$ cat src/rtl/tcw_pkg.sv
// tcw_pkg: shared types, codes and the microcode ROM of the text console character writer.
// Depends on nothing; used by tcw_cursor and text_console_char_writer_core.
`timescale 1ns / 1ps

package tcw_pkg;

  // Result kinds
  localparam logic [1:0] OP_WRITE  = 2'd0;
  localparam logic [1:0] OP_SCROLL = 2'd1;
  localparam logic [1:0] OP_CURSOR = 2'd2;

  // Character codes with special handling
  localparam logic [7:0] CH_NUL   = 8'h00;
  localparam logic [7:0] CH_BS    = 8'h08;
  localparam logic [7:0] CH_TAB   = 8'h09;
  localparam logic [7:0] CH_LF    = 8'h0A;
  localparam logic [7:0] CH_CR    = 8'h0D;
  localparam logic [7:0] CH_SPACE = 8'h20;

  localparam logic [7:0] ATTR_RESET = 8'h0F;

  // At most this many results per character; all but one may be writes or scrolls
  localparam int MAX_RESULTS = 10;
  localparam int NW          = 4;

  // Microcode step addresses
  localparam int PCW = 4;
  localparam logic [PCW-1:0] S_IDLE = 4'd0;
  localparam logic [PCW-1:0] S_BS   = 4'd1;
  localparam logic [PCW-1:0] S_BSW  = 4'd2;
  localparam logic [PCW-1:0] S_LF   = 4'd3;
  localparam logic [PCW-1:0] S_CR   = 4'd4;
  localparam logic [PCW-1:0] S_PRT  = 4'd5;
  localparam logic [PCW-1:0] S_TAB  = 4'd6;
  localparam logic [PCW-1:0] S_SCR  = 4'd7;
  localparam logic [PCW-1:0] S_CUR  = 4'd8;

  // Cursor datapath actions
  typedef enum logic [2:0] {
    ACT_NONE = 3'd0,
    ACT_BACK = 3'd1,
    ACT_LF   = 3'd2,
    ACT_CR   = 3'd3,
    ACT_ADV  = 3'd4
  } act_t;

  // Jump conditions
  typedef enum logic [1:0] {
    C_ALWAYS   = 2'd0,
    C_BOTTOM   = 2'd1,
    C_WRAP_BOT = 2'd2
  } cond_t;

  // Low byte of a written cell
  typedef enum logic {
    W_CHAR  = 1'b0,
    W_BLANK = 1'b1
  } wsel_t;

  typedef struct packed {
    logic           emit;
    logic [1:0]     op;
    wsel_t          wsel;
    act_t           act;
    cond_t          cond;
    logic           tab_loop;
    logic [PCW-1:0] tgt_t;
    logic [PCW-1:0] tgt_f;
  } ctrl_t;

  // Status from the cursor datapath to the sequencer
  typedef struct packed {
    logic bottom;
    logic wrap_bottom;
  } cur_flags_t;

  // Entry step for a character
  function automatic logic [PCW-1:0] dispatch(input logic [7:0] ch);
    logic [PCW-1:0] s;
    case (ch)
      CH_NUL:  s = S_IDLE;
      CH_BS:   s = S_BS;
      CH_TAB:  s = S_TAB;
      CH_LF:   s = S_LF;
      CH_CR:   s = S_CR;
      default: s = S_PRT;
    endcase
    return s;
  endfunction

  // Microcode ROM: one control word per step
  function automatic ctrl_t ucode(input logic [PCW-1:0] pc);
    ctrl_t cw;
    cw.emit     = 1'b0;
    cw.op       = OP_WRITE;
    cw.wsel     = W_BLANK;
    cw.act      = ACT_NONE;
    cw.cond     = C_ALWAYS;
    cw.tab_loop = 1'b0;
    cw.tgt_t    = S_IDLE;
    cw.tgt_f    = S_IDLE;
    case (pc)
      S_BS: begin
        cw.act   = ACT_BACK;
        cw.tgt_t = S_BSW;
      end
      S_BSW: begin
        cw.emit  = 1'b1;
        cw.tgt_t = S_CUR;
      end
      S_LF: begin
        cw.act   = ACT_LF;
        cw.cond  = C_BOTTOM;
        cw.tgt_t = S_SCR;
        cw.tgt_f = S_CUR;
      end
      S_CR: begin
        cw.act   = ACT_CR;
        cw.tgt_t = S_CUR;
      end
      S_PRT: begin
        cw.emit  = 1'b1;
        cw.wsel  = W_CHAR;
        cw.act   = ACT_ADV;
        cw.cond  = C_WRAP_BOT;
        cw.tgt_t = S_SCR;
        cw.tgt_f = S_CUR;
      end
      S_TAB: begin
        cw.emit     = 1'b1;
        cw.act      = ACT_ADV;
        cw.cond     = C_WRAP_BOT;
        cw.tab_loop = 1'b1;
        cw.tgt_t    = S_SCR;
        cw.tgt_f    = S_CUR;
      end
      S_SCR: begin
        cw.emit  = 1'b1;
        cw.op    = OP_SCROLL;
        cw.tgt_t = S_CUR;
      end
      S_CUR: begin
        cw.emit  = 1'b1;
        cw.op    = OP_CURSOR;
        cw.tgt_t = S_IDLE;
      end
      default: begin
        cw.tgt_t = S_IDLE;
      end
    endcase
    return cw;
  endfunction

endpackage

$ cat src/rtl/text_console_char_writer_core.sv
// text_console_char_writer_core: microcoded character writer for a text screen.
// A character beat is taken only while idle, so one character is done before the next;
// each step gives at most one result beat, stalling only while the output is full and
// out_ready is low. Printable and backspace give one write, tab blank writes up to the
// stop; printable, tab and newline may add a scroll; all but NUL end in a cursor update.
// Reset (synchronous, rst_n low): cursor at (0,0), attribute 0x0F, output empty.
// Depends on tcw_pkg and tcw_cursor.
`timescale 1ns / 1ps

module text_console_char_writer_core #(
  parameter int COLUMNS   = 80,
  parameter int ROWS      = 25,
  parameter int TAB_WIDTH = 8
) (
  input  logic        clk,
  input  logic        rst_n,
  input  logic        cfg_we,
  input  logic [7:0]  cfg_text_attribute,
  input  logic        in_valid,
  output logic        in_ready,
  input  logic [7:0]  in_char_code,
  output logic        out_valid,
  input  logic        out_ready,
  output logic [1:0]  out_op_kind,
  output logic [6:0]  out_cell_col,
  output logic [4:0]  out_cell_row,
  output logic [15:0] out_cell_word,
  output logic [10:0] out_cursor_linear,
  output logic        out_last
);

  localparam int XW  = $clog2(COLUMNS);
  localparam int YW  = $clog2(ROWS);
  localparam int PW  = (TAB_WIDTH > 1) ? $clog2(TAB_WIDTH) : 1;
  localparam int CW  = $clog2(TAB_WIDTH + 1);
  localparam int LW  = XW + YW + 1;
  localparam int PCW = tcw_pkg::PCW;
  localparam int NW  = tcw_pkg::NW;
  localparam logic [NW-1:0] N_LIMIT = NW'(tcw_pkg::MAX_RESULTS - 1);

  logic [PCW-1:0] pc_r, pc_nxt;
  logic [7:0]     char_r;
  logic [7:0]     attr_r;
  logic [NW-1:0]  n_r, n_nxt;
  logic [CW-1:0]  cnt_r, cnt_nxt;

  tcw_pkg::ctrl_t      cw;
  tcw_pkg::cur_flags_t flags;
  logic [XW-1:0]  cur_x;
  logic [YW-1:0]  cur_y;
  logic [PW-1:0]  tab_ph;
  logic           accept, busy, emit_eff, slot_free, fire, load, cond_hit;
  logic [LW-1:0]  lin_full;

  logic        out_valid_r;
  logic [1:0]  op_r;
  logic [6:0]  col_r;
  logic [4:0]  row_r;
  logic [15:0] word_r;
  logic [10:0] lin_r;
  logic        last_r;

  // Control word of the current step
  assign cw        = tcw_pkg::ucode(pc_r);
  assign busy      = (pc_r != tcw_pkg::S_IDLE);
  assign in_ready  = !busy;
  assign accept    = in_valid && in_ready;
  assign emit_eff  = cw.emit && ((cw.op == tcw_pkg::OP_CURSOR) || (n_r < N_LIMIT));
  assign slot_free = !out_valid_r || out_ready;
  assign fire      = busy && (!emit_eff || slot_free);
  assign load      = fire && emit_eff;

  tcw_cursor #(
    .COLUMNS   (COLUMNS),
    .ROWS      (ROWS),
    .TAB_WIDTH (TAB_WIDTH)
  ) u_cursor (
    .clk         (clk),
    .rst_n       (rst_n),
    .step_i      (fire),
    .act_i       (cw.act),
    .cur_x_o     (cur_x),
    .cur_y_o     (cur_y),
    .tab_phase_o (tab_ph),
    .flags_o     (flags)
  );

  // Evaluate the jump condition
  always_comb begin
    case (cw.cond)
      tcw_pkg::C_ALWAYS:   cond_hit = 1'b1;
      tcw_pkg::C_BOTTOM:   cond_hit = flags.bottom;
      tcw_pkg::C_WRAP_BOT: cond_hit = flags.wrap_bottom;
      default:             cond_hit = 1'b0;
    endcase
  end

  // Advance the step counter, result count and tab counter
  always_comb begin
    pc_nxt  = pc_r;
    n_nxt   = n_r;
    cnt_nxt = cnt_r;
    if (accept) begin
      pc_nxt  = tcw_pkg::dispatch(in_char_code);
      n_nxt   = '0;
      cnt_nxt = CW'(TAB_WIDTH) - CW'(tab_ph);
    end else if (fire) begin
      if (cond_hit) begin
        pc_nxt = cw.tgt_t;
      end else if (cw.tab_loop && (cnt_r > CW'(1))) begin
        pc_nxt = pc_r;
      end else begin
        pc_nxt = cw.tgt_f;
      end
      if (load && (cw.op != tcw_pkg::OP_CURSOR)) begin
        n_nxt = n_r + NW'(1);
      end
      if (cw.tab_loop) begin
        cnt_nxt = cnt_r - CW'(1);
      end
    end
  end

  always_ff @(posedge clk) begin
    if (!rst_n) begin
      pc_r   <= tcw_pkg::S_IDLE;
      n_r    <= '0;
      cnt_r  <= '0;
      attr_r <= tcw_pkg::ATTR_RESET;
    end else begin
      pc_r  <= pc_nxt;
      n_r   <= n_nxt;
      cnt_r <= cnt_nxt;
      if (cfg_we) begin
        attr_r <= cfg_text_attribute;
      end
    end
  end

  // Hold the character of the beat in flight
  always_ff @(posedge clk) begin
    if (accept) begin
      char_r <= in_char_code;
    end
  end

  assign lin_full = LW'(cur_y) * LW'(COLUMNS) + LW'(cur_x);

  // Output register
  always_ff @(posedge clk) begin
    if (!rst_n) begin
      out_valid_r <= 1'b0;
    end else if (load) begin
      out_valid_r <= 1'b1;
    end else if (out_ready) begin
      out_valid_r <= 1'b0;
    end
  end

  always_ff @(posedge clk) begin
    if (load) begin
      op_r   <= cw.op;
      last_r <= (cw.op == tcw_pkg::OP_CURSOR);
      col_r  <= (cw.op == tcw_pkg::OP_SCROLL) ? 7'd0 : 7'(cur_x);
      row_r  <= (cw.op == tcw_pkg::OP_SCROLL) ? 5'd0 : 5'(cur_y);
      lin_r  <= (cw.op == tcw_pkg::OP_CURSOR) ? 11'(lin_full) : 11'd0;
      if (cw.op == tcw_pkg::OP_CURSOR) begin
        word_r <= 16'd0;
      end else if ((cw.op == tcw_pkg::OP_WRITE) && (cw.wsel == tcw_pkg::W_CHAR)) begin
        word_r <= {attr_r, char_r};
      end else begin
        word_r <= {attr_r, tcw_pkg::CH_SPACE};
      end
    end
  end

  assign out_valid         = out_valid_r;
  assign out_op_kind       = op_r;
  assign out_cell_col      = col_r;
  assign out_cell_row      = row_r;
  assign out_cell_word     = word_r;
  assign out_cursor_linear = lin_r;
  assign out_last          = last_r;

  // Cursor update ends the character and frees the input
  a_cur_ends: assert property (@(posedge clk) disable iff (!rst_n)
    (fire && (pc_r == tcw_pkg::S_CUR)) |=> in_ready)
    else $error("sequencer did not return to idle after cursor update");
  // Result count never passes the limit
  a_n_limit: assert property (@(posedge clk) disable iff (!rst_n) n_r <= N_LIMIT)
    else $error("result count over limit");
  // Tab loop always has blanks left
  a_tab_cnt: assert property (@(posedge clk) disable iff (!rst_n)
    (pc_r == tcw_pkg::S_TAB) |-> (cnt_r != '0))
    else $error("tab step with no blanks left");
  // Last flag marks exactly the cursor update
  a_last: assert property (@(posedge clk) disable iff (!rst_n)
    out_valid_r |-> (last_r == (op_r == tcw_pkg::OP_CURSOR)))
    else $error("last flag on wrong result kind");

endmodule

$ cat src/rtl/tcw_cursor.sv
// tcw_cursor: cursor column, row and tab phase registers with their update actions.
// Depends on tcw_pkg for the action codes and the flag struct.
`timescale 1ns / 1ps

module tcw_cursor #(
  parameter int COLUMNS   = 80,
  parameter int ROWS      = 25,
  parameter int TAB_WIDTH = 8
) (
  input  logic                         clk,
  input  logic                         rst_n,
  input  logic                         step_i,
  input  tcw_pkg::act_t                act_i,
  output logic [$clog2(COLUMNS)-1:0]   cur_x_o,
  output logic [$clog2(ROWS)-1:0]      cur_y_o,
  output logic [((TAB_WIDTH > 1) ? $clog2(TAB_WIDTH) : 1)-1:0] tab_phase_o,
  output tcw_pkg::cur_flags_t          flags_o
);

  localparam int XW = $clog2(COLUMNS);
  localparam int YW = $clog2(ROWS);
  localparam int PW = (TAB_WIDTH > 1) ? $clog2(TAB_WIDTH) : 1;
  localparam logic [XW-1:0] X_LAST      = XW'(COLUMNS - 1);
  localparam logic [YW-1:0] Y_LAST      = YW'(ROWS - 1);
  localparam logic [PW-1:0] PH_LAST     = PW'(TAB_WIDTH - 1);
  localparam logic [PW-1:0] PH_COL_LAST = PW'((COLUMNS - 1) % TAB_WIDTH);

  logic [XW-1:0] x_r, x_nxt;
  logic [YW-1:0] y_r, y_nxt;
  logic [PW-1:0] ph_r, ph_nxt;
  logic [PW-1:0] ph_inc, ph_dec;

  // Tab phase tracks column modulo the tab width
  assign ph_inc = (ph_r == PH_LAST) ? '0 : ph_r + PW'(1);
  assign ph_dec = (ph_r == '0) ? PH_LAST : ph_r - PW'(1);

  assign flags_o.bottom      = (y_r == Y_LAST);
  assign flags_o.wrap_bottom = (y_r == Y_LAST) && (x_r == X_LAST);

  // Apply the step's cursor action
  always_comb begin
    x_nxt  = x_r;
    y_nxt  = y_r;
    ph_nxt = ph_r;
    if (step_i) begin
      case (act_i)
        tcw_pkg::ACT_BACK: begin
          if (x_r != '0) begin
            x_nxt  = x_r - XW'(1);
            ph_nxt = ph_dec;
          end else if (y_r != '0) begin
            x_nxt  = X_LAST;
            y_nxt  = y_r - YW'(1);
            ph_nxt = PH_COL_LAST;
          end
        end
        tcw_pkg::ACT_LF: begin
          x_nxt  = '0;
          ph_nxt = '0;
          if (y_r != Y_LAST) begin
            y_nxt = y_r + YW'(1);
          end
        end
        tcw_pkg::ACT_CR: begin
          x_nxt  = '0;
          ph_nxt = '0;
        end
        tcw_pkg::ACT_ADV: begin
          if (x_r != X_LAST) begin
            x_nxt  = x_r + XW'(1);
            ph_nxt = ph_inc;
          end else begin
            x_nxt  = '0;
            ph_nxt = '0;
            if (y_r != Y_LAST) begin
              y_nxt = y_r + YW'(1);
            end
          end
        end
        default: begin
          x_nxt = x_r;
        end
      endcase
    end
  end

  always_ff @(posedge clk) begin
    if (!rst_n) begin
      x_r  <= '0;
      y_r  <= '0;
      ph_r <= '0;
    end else begin
      x_r  <= x_nxt;
      y_r  <= y_nxt;
      ph_r <= ph_nxt;
    end
  end

  assign cur_x_o     = x_r;
  assign cur_y_o     = y_r;
  assign tab_phase_o = ph_r;

  // Cursor stays on the screen
  a_x_range: assert property (@(posedge clk) disable iff (!rst_n) x_r <= X_LAST)
    else $error("cursor column left the screen");
  a_y_range: assert property (@(posedge clk) disable iff (!rst_n) y_r <= Y_LAST)
    else $error("cursor row left the screen");
  // Phase 0 at column 0
  a_ph_home: assert property (@(posedge clk) disable iff (!rst_n)
    (x_r == '0) |-> (ph_r == '0))
    else $error("tab phase out of step with column");

endmodule
$ cat config.mk
export PLATFORM = sky130hd
export DESIGN_NAME = text_console_char_writer_core
export DESIGN_NICKNAME = d
export VERILOG_FILES = /design/src/rtl/tcw_pkg.sv /design/src/rtl/text_console_char_writer_core.sv /design/src/rtl/tcw_cursor.sv
export SDC_FILE = /design/constraint.sdc
export NUM_CORES = 1
export LEC_CHECK = 0
export BUFFER_PORTS_ARGS = -buffer_cell sky130_fd_sc_hd__buf_2
export CORE_MARGIN = 5
export CORE_UTILIZATION = 58
export CTS_BUF_LIST = sky130_fd_sc_hd__clkbuf_8
export CTS_CLUSTER_SIZE = 8
export DETAILED_ROUTE_END_ITERATION = 12
export GPL_TIMING_DRIVEN = 0
export PLACE_DENSITY = 0.8
export REMOVE_ABC_BUFFERS = 1
export SYNTH_ARGS = -nofsm -noshare
export SYNTH_HDL_FRONTEND = slang
export SYNTH_HIERARCHICAL = 1
export SYNTH_SLANG_ARGS = --single-unit
$ cat constraint.sdc
create_clock -name clk -period 4.4 [get_ports clk]
set_input_delay 0.88 -clock clk [delete_from_list [all_inputs] [get_ports clk]]
set_output_delay 0.88 -clock clk [all_outputs]
set_load 0.005 [all_outputs]
==> flow_metrics.env, run 1 <==
export IMPL_critical_path_class="reg2reg"
export IMPL_die_h_um=101
export IMPL_crit_chain="or3b_1 -> a21oi_1 -> nand2b_1 -> a21oi_1 -> inv_1 -> ha_1 -> nor2b_1 -> o21a_1 -> or3_1 -> a211oi_2 -> mux2i_1"
export IMPL_die_x_um=101
export IMPL_p_comb_share_pct=45.6
export IMPL_yosys_warnings=6
export IMPL_final_period_utilization_pct=91.6
export IMPL_crit_family="compound AO/OA/AOI/OAI gates"
export IMPL_cts_sinks=86
export IMPL_synth_compound_area_share_pct=16.1
export IMPL_synth_top_area_share_pct=31.3
export IMPL_setup_violations=0
export IMPL_worst_pin_slew_ns=1.08
export IMPL_maxCapViolations=0
export IMPL_drv_slew=0
export IMPL_core_area_um2=8130
export IMPL_ys_seq_area_share_pct=46.4
export IMPL_finalCriticalPeriod_ns=4.03
export IMPL_p_switching_mw=1.38
export IMPL_antenna_found_initial=0
export IMPL_synth_distinct_cells=73
export IMPL_synthAdderAreaFrac_pct=7.26
export IMPL_post_drt_via_cell_ratio=5.85
export IMPL_post_cts_buffers=0
export IMPL_yosysTopAreaCell="edfxtp_1"
export IMPL_startpoint_type="register"
export IMPL_holdPathStages=2
export IMPL_ys_top_cells_by_area="edfxtp_1, dfxtp_1, ha_1"
export IMPL_final_core_util_pct=65.6
export IMPL_rows=33
export IMPL_seqCellArea_um2=2220
export IMPL_ant_nets=0
export IMPL_final_common_cell="buf_2"
export IMPL_multi_input_area_um2=2340
export IMPL_initial_utilization_pct=58.9
export IMPL_ios=65
export IMPL_cp_num_buf_inv=1
export IMPL_nNetsFinal=559
export IMPL_clock_path_buffers=2
export IMPL_synth_mux_area_share_pct=2.30
export IMPL_synth_cells=456
export IMPL_wl_um=10100
export IMPL_synth_edf_count=50
export IMPL_n_antenna_cell=0
export IMPL_crit_top_cell="a21oi_1"
export IMPL_clkTransAtPathRegs_ns=0.09
export IMPL_timing_rr_start="pc_r[2]"
export IMPL_grt_max_degree=25
export IMPL_hpwl_um=7400
export IMPL_pwr_density_cell_nw_per_um2=623
export IMPL_yosys_area_share_simple_pct=19.7
export IMPL_max_vdd_ir_drop_v=0.000245
export IMPL_nFillCells=655
export IMPL_syn_to_final_growth_pct=11.4
export IMPL_synth_seq_cells=86
export IMPL_p_sw_share_pct=41.4
export IMPL_drt_iter0_markers=296
export IMPL_cts_tree="yes"
export IMPL_syn_area_per_cell_um2=10.5
export IMPL_htreeDepth=3
export IMPL_final_cell_mix="buf_2, edfxtp_1, a21oi_1"
export IMPL_cts_buffers=9
export IMPL_max_slew_margin_rel_pct=27.7
export IMPL_cpPeakStageDelay_ns=0.74
export IMPL_hold_path_end="attr_r[3]"
export IMPL_grt_usage_pct=20.7
export IMPL_synth_top_family_by_area="simple AND/OR/NAND/NOR gates"
export IMPL_worst_r2r_setup_slack_ns=0.37
export IMPL_drcViolationCount=0
export IMPL_p_seq_share_pct=38.8
export IMPL_io_buffers=64
export IMPL_async_flop_share_pct=0
export IMPL_p_clk_share_pct=15.6
export IMPL_fmax_mhz=248
export IMPL_root_buffer="clkbuf_8"
export IMPL_worstHoldStart="attr_r[3]"
export IMPL_clk_latency_ns=0.36
export IMPL_critPathSlowestCell="dfxtp_1"
export IMPL_p_int_mw=1.95
export IMPL_tns_ns=0
export IMPL_wire_per_inst_um=16.2
export IMPL_synth_main_ff_cell="edfxtp_1"
export IMPL_fin_skew_ns=0.0113
export IMPL_outcome="completed"
export IMPL_static_leakage_power_nw=2.11
export IMPL_arrival_ns=4.32
export IMPL_r2r_end="u_cursor/cur_y_o[4]"
export IMPL_drt_pre_antenna_iters=5
export IMPL_grt_overflow=0
export IMPL_drive_gt1_share_pct=20.5
export IMPL_gp_congestion=0.871
export IMPL_synth_xor_xnor_area_share_pct=3.11
export IMPL_syn_area_um2=4790
export IMPL_hold_viol_final=0
export IMPL_r2r_cells=11
export IMPL_grt_pass1_vias=3482
export IMPL_ctsHoldBuffers=0
export IMPL_grt_setup_unrepaired="false"
export IMPL_end_kind="register"
export IMPL_worstPathRequired_ns=4.69
export IMPL_grt_pass1_wl_um=16900
export IMPL_fp_dieArea_um2=10200
export IMPL_hp_class="reg2reg"
export IMPL_path_max_fanout=17
export IMPL_dr_total_vias=3640
==> worst max path at each step <==
stage | cells past startpoint | to | startpoint
floorplan | 11 | u_cursor/cur_y_o[4] | pc_r[2]
global placement | 7 | out_cell_row[2] | n_r[0]
detailed placement | 11 | u_cursor/cur_y_o[4] | pc_r[2]
CTS | 11 | u_cursor/cur_y_o[4] | pc_r[2]
global route | 11 | u_cursor/cur_y_o[4] | pc_r[2]
finish | 11 | u_cursor/cur_y_o[4] | pc_r[2]
==> metal layers <==
| metal | wire (µm) | vias up | track usage [%] |
|---|---|---|---|
| met1 | 4500 | 1762 | 27.6 |
| met4 | 114 | 0 | 5.21 |
| li1 | - | 1764 | - |
| met3 | 636 | 13 | 4.71 |
| met2 | 4860 | 101 | 34.3 |
| met5 | 0 | - | 0 |
==> stage by stage <==
step / worst slack [ns] / hold WS [ns] / power [mW] / cells / cell area [µm²]
floorplan: 0.949 / 0.431 / 2.36 / 436 / 4670
detailed placement: 0.447 / 0.462 / 2.80 / 606 / 5150
global route: 0.0349 / 0.520 / 3.58 / 622 / 5340
CTS: 0.401 / 0.485 / 3.32 / 622 / 5330
finish: 0.371 / 0.480 / 3.32 / 622 / 5340
global placement: 0.266 / 0.446 / 2.72 / 605 / 5120
==> cells by family (layout without fill, tap and decap cells) <==
kind of cell,Yosys count,after routing
and+or+nand+nor,158,158
AOI/OAI and AO/OA,106,106
DFF,86,86
buffers and inverters,52,113
adders and majority gates,26,26
xor gates and xnor gates,17,17
muxes,11,11
==> power by group through the flow <==
| stage | sequential, mW | combinational (mW) | clock, mW |
|---|---|---|---|
| finish | 1.29 | 1.52 | 0.517 |
| global route | 1.32 | 1.68 | 0.571 |
| CTS | 1.29 | 1.50 | 0.525 |
| detailed placement | 1.31 | 1.49 | 0 |
| global placement | 1.31 | 1.41 | 0 |
| floorplan | 1.29 | 1.07 | 0 |
==> cell type report <==
class                           instances  share of cell area, %
Sequential cell                        86                   41.6
Clock inverter                          7                   1.05
Clock buffer                            9                   2.32
Tap cell                              105                   2.46
Timing Repair Buffer                   65                   6.52
Multi-Input combinational cell        318                   43.8
Inverter                               32                   2.25
==> cells in the mapped netlist, drive strengths merged, types with 3 or more instances <==
cell type	instances
and2	26
a21o	3
ha	23
edfxtp	50
xnor2	12
a22o	3
nor2	31
nand4	3
fa	3
nand2	22
dfxtp	36
a211oi	6
clkbuf	7
nand3	9
inv	32
or3	8
xor2	5
o21a	3
buf	13
a21oi	38
o31ai	3
nor3b	5
mux2i	11
a31oi	4
nor2b	8
and3	10
nand2b	10
a311oi	3
nand3b	3
o21ai	19
nor3	13
o211ai	4
==> repair_timing <==
item                       in CTS  in global routing
resized for setup               0                  1
setup endpoints to repair       0                  1
hold endpoints to repair        0                  0
==> sequential cells by signal, summed over array words and instances (netlist names) <==
signal and flops:
u_cursor/cur_x_o 7, out_cell_word 16, out_op_kind 2, char_r 8, out_cursor_linear 11, out_cell_row 5, out_cell_col 7, u_cursor/cur_y_o 5
out_valid 1, attr_r 8, n_r 4, cnt_r 4, pc_r 4, u_cursor/tab_phase_o 3, out_last 1
==> worst min-delay path, stage by stage (launching register included) <==
cell     delay [ns]
dfxtp_1        0.33
mux2i_1        0.06
nand2_1        0.06
Power figures use the tool's default switching activity.
==> run 2: changes to the inputs <==
--- a/config.mk
+++ b/config.mk
@@ -14,6 +14,7 @@
 export GPL_TIMING_DRIVEN = 0
 export PLACE_DENSITY = 0.8
 export REMOVE_ABC_BUFFERS = 1
+export SETUP_SLACK_MARGIN = 0.5
 export SYNTH_ARGS = -nofsm -noshare
 export SYNTH_HDL_FRONTEND = slang
 export SYNTH_HIERARCHICAL = 1
==> run 2 against run 1 <==
Effect of this change:
- cell area increased by 0.21%
- sequential share of layout area about the same
- routed wire length grew 0.38%
- critical path depth is the same
==> flow_metrics.env, run 2 (synthesis results as in run 1) <==
export IMPL_outcome="completed"
export IMPL_critical_path_class="reg2reg"
export IMPL_hp_class="reg2reg"
export IMPL_fp_dieArea_um2=10200
export IMPL_pwr_density_cell_nw_per_um2=623
export IMPL_initial_utilization_pct=58.9
export IMPL_final_cell_mix="buf_2, edfxtp_1, a21oi_1"
export IMPL_arrival_ns=3.88
export IMPL_wire_per_inst_um=16.3
export IMPL_finalPower_mw=3.33
export IMPL_grt_pass1_wl_um=16900
export IMPL_clkTransAtPathRegs_ns=0.09
export IMPL_path_max_fanout=17
export IMPL_core_area_um2=8130
export IMPL_tns_ns=0
export IMPL_finalCriticalPeriod_ns=3.59
export IMPL_gp_congestion=0.871
export IMPL_ios=65
export IMPL_drv_slew=0
export IMPL_setup_violations=0
export IMPL_grt_overflow=0
export IMPL_grt_busiest_layer="met2"
export IMPL_met3_usage_pct=4.71
export IMPL_worst_pin_slew_ns=1.09
export IMPL_grt_met1_usage_pct=27.8
export IMPL_clk_latency_ns=0.36
export IMPL_n_antenna_cell=0
export IMPL_instances_no_fill=622
export IMPL_worst_slack_ns=0.814
export IMPL_syn_to_final_growth_pct=11.6
export IMPL_drt_iter0_markers=299
export IMPL_max_slew_margin_rel_pct=26.5
export IMPL_grt_setup_unrepaired="false"
export IMPL_dp_cells=606
export IMPL_cts_tree="yes"
export IMPL_grt_pass1_vias=3492
export IMPL_crit_path_end="u_cursor/cur_y_o[4]"
export IMPL_die_x_um=101
export IMPL_largest_reg_flops=16
export IMPL_drive_gt1_share_pct=21.7
export IMPL_crit_start="pc_r[2]"
export IMPL_pre_cts_ws_ns=0.447
export IMPL_wl_um=10100
export IMPL_nNetsFinal=559
export IMPL_die_h_um=101
export IMPL_ctsHoldBuffers=0
export IMPL_worst_r2r_setup_slack_ns=0.81
export IMPL_fin_skew_ns=0.0128
export IMPL_max_vdd_ir_drop_v=0.000245
export IMPL_io_buffers=64
export IMPL_final_common_cell="buf_2"
export IMPL_static_leakage_power_nw=2.11
export IMPL_antenna_found_initial=0
export IMPL_drt_pre_antenna_iters=5
export IMPL_worstPathRequired_ns=4.69
export IMPL_final_period_utilization_pct=81.5
export IMPL_drcViolationCount=0
export IMPL_timing_rr_start="pc_r[2]"
export IMPL_post_cts_buffers=0
export IMPL_r2r_cells=11
export IMPL_hpwl_um=7400
export IMPL_cts_sinks=86
export IMPL_hold_viol_final=0
export IMPL_startpoint_type="register"
export IMPL_end_kind="register"
export IMPL_cpPeakStageDelay_ns=0.54
export IMPL_r2r_end="u_cursor/cur_y_o[4]"
export IMPL_grt_usage_pct=20.8
export IMPL_post_drt_via_cell_ratio=5.87
export IMPL_htreeDepth=3
export IMPL_clock_path_buffers=2
export IMPL_grt_max_degree=25
export IMPL_grtUsageMet2_pct=34.1
export IMPL_rows=33
export IMPL_maxCapViolations=0
export IMPL_crit_chain="or3b_1 -> a21oi_2 -> nand2b_1 -> a21oi_1 -> inv_1 -> ha_1 -> nor2b_1 -> o21a_1 -> or3_1 -> a211oi_2 -> mux2i_1"
export IMPL_critPathSlowestCell="dfxtp_2"
export IMPL_dr_total_vias=3649
export IMPL_ant_nets=0
export IMPL_root_buffer="clkbuf_8"
export IMPL_cts_buffers=9
export IMPL_fmax_mhz=279
## run 2: area by class of cell
cell class / instances / area (µm²)
Clock buffer: 9 / 124
Inverter: 32 / 120
Fill cell: 649 / 2780
Clock inverter: 7 / 56.3
Tap cell: 105 / 131
Multi-Input combinational cell: 318 / 2340
Sequential cell: 86 / 2230
Timing Repair Buffer: 65 / 348
## run 2: worst min-delay path by stage
stage                         start        end  slack [ns]  depth (start not counted)
after floorplan           attr_r[0]  attr_r[0]        0.43                          2
after global placement    attr_r[1]  attr_r[1]        0.45                          2
after detailed placement  attr_r[0]  attr_r[0]        0.46                          2
after CTS                 attr_r[0]  attr_r[0]        0.49                          2
after global routing      attr_r[3]  attr_r[3]        0.52                          2
final                     attr_r[3]  attr_r[3]        0.48                          2
## run 2: per-stage QoR
step	hold slack (ns)	utilization, %	instance area, µm²
detailed placement	0.462	63.4	5150
floorplan	0.431	-	4670
global placement	0.446	62.9	5120
finish	0.480	65.8	5350
CTS	0.485	65.7	5340
global route	0.520	65.8	5350
## run 2: layer usage
layer  routed length, µm  vias to the layer above  part of all wire [%]
met5                   0                        -                     0
met4                 136                        0                   1.3
met3                 654                       14                   6.4
met2                4860                      121                    48
li1                    -                     1764                     -
met1                4500                     1750                    44
## run 2: repair_timing
item                                    CTS  global route
endpoints found under the setup margin    1             1
gates resized for setup                   2             5
gates cloned                              0             0
## run 2: where the power goes
part / internal [mW] / switching (mW) / total (mW)
Clock: 0.211 / 0.304 / 0.515
Combinational: 0.630 / 0.893 / 1.52
Sequential: 1.11 / 0.183 / 1.29
## run 2: critical path, delay by kind of cell (launching register included)
family	cells	cell delay (ns)
AOI/OAI and AO/OA	4	1.24
and+or+nand+nor	4	1.06
adders and majority gates	1	0.34
DFF	1	0.54
buffers and inverters	1	0.14
muxes	1	0.19
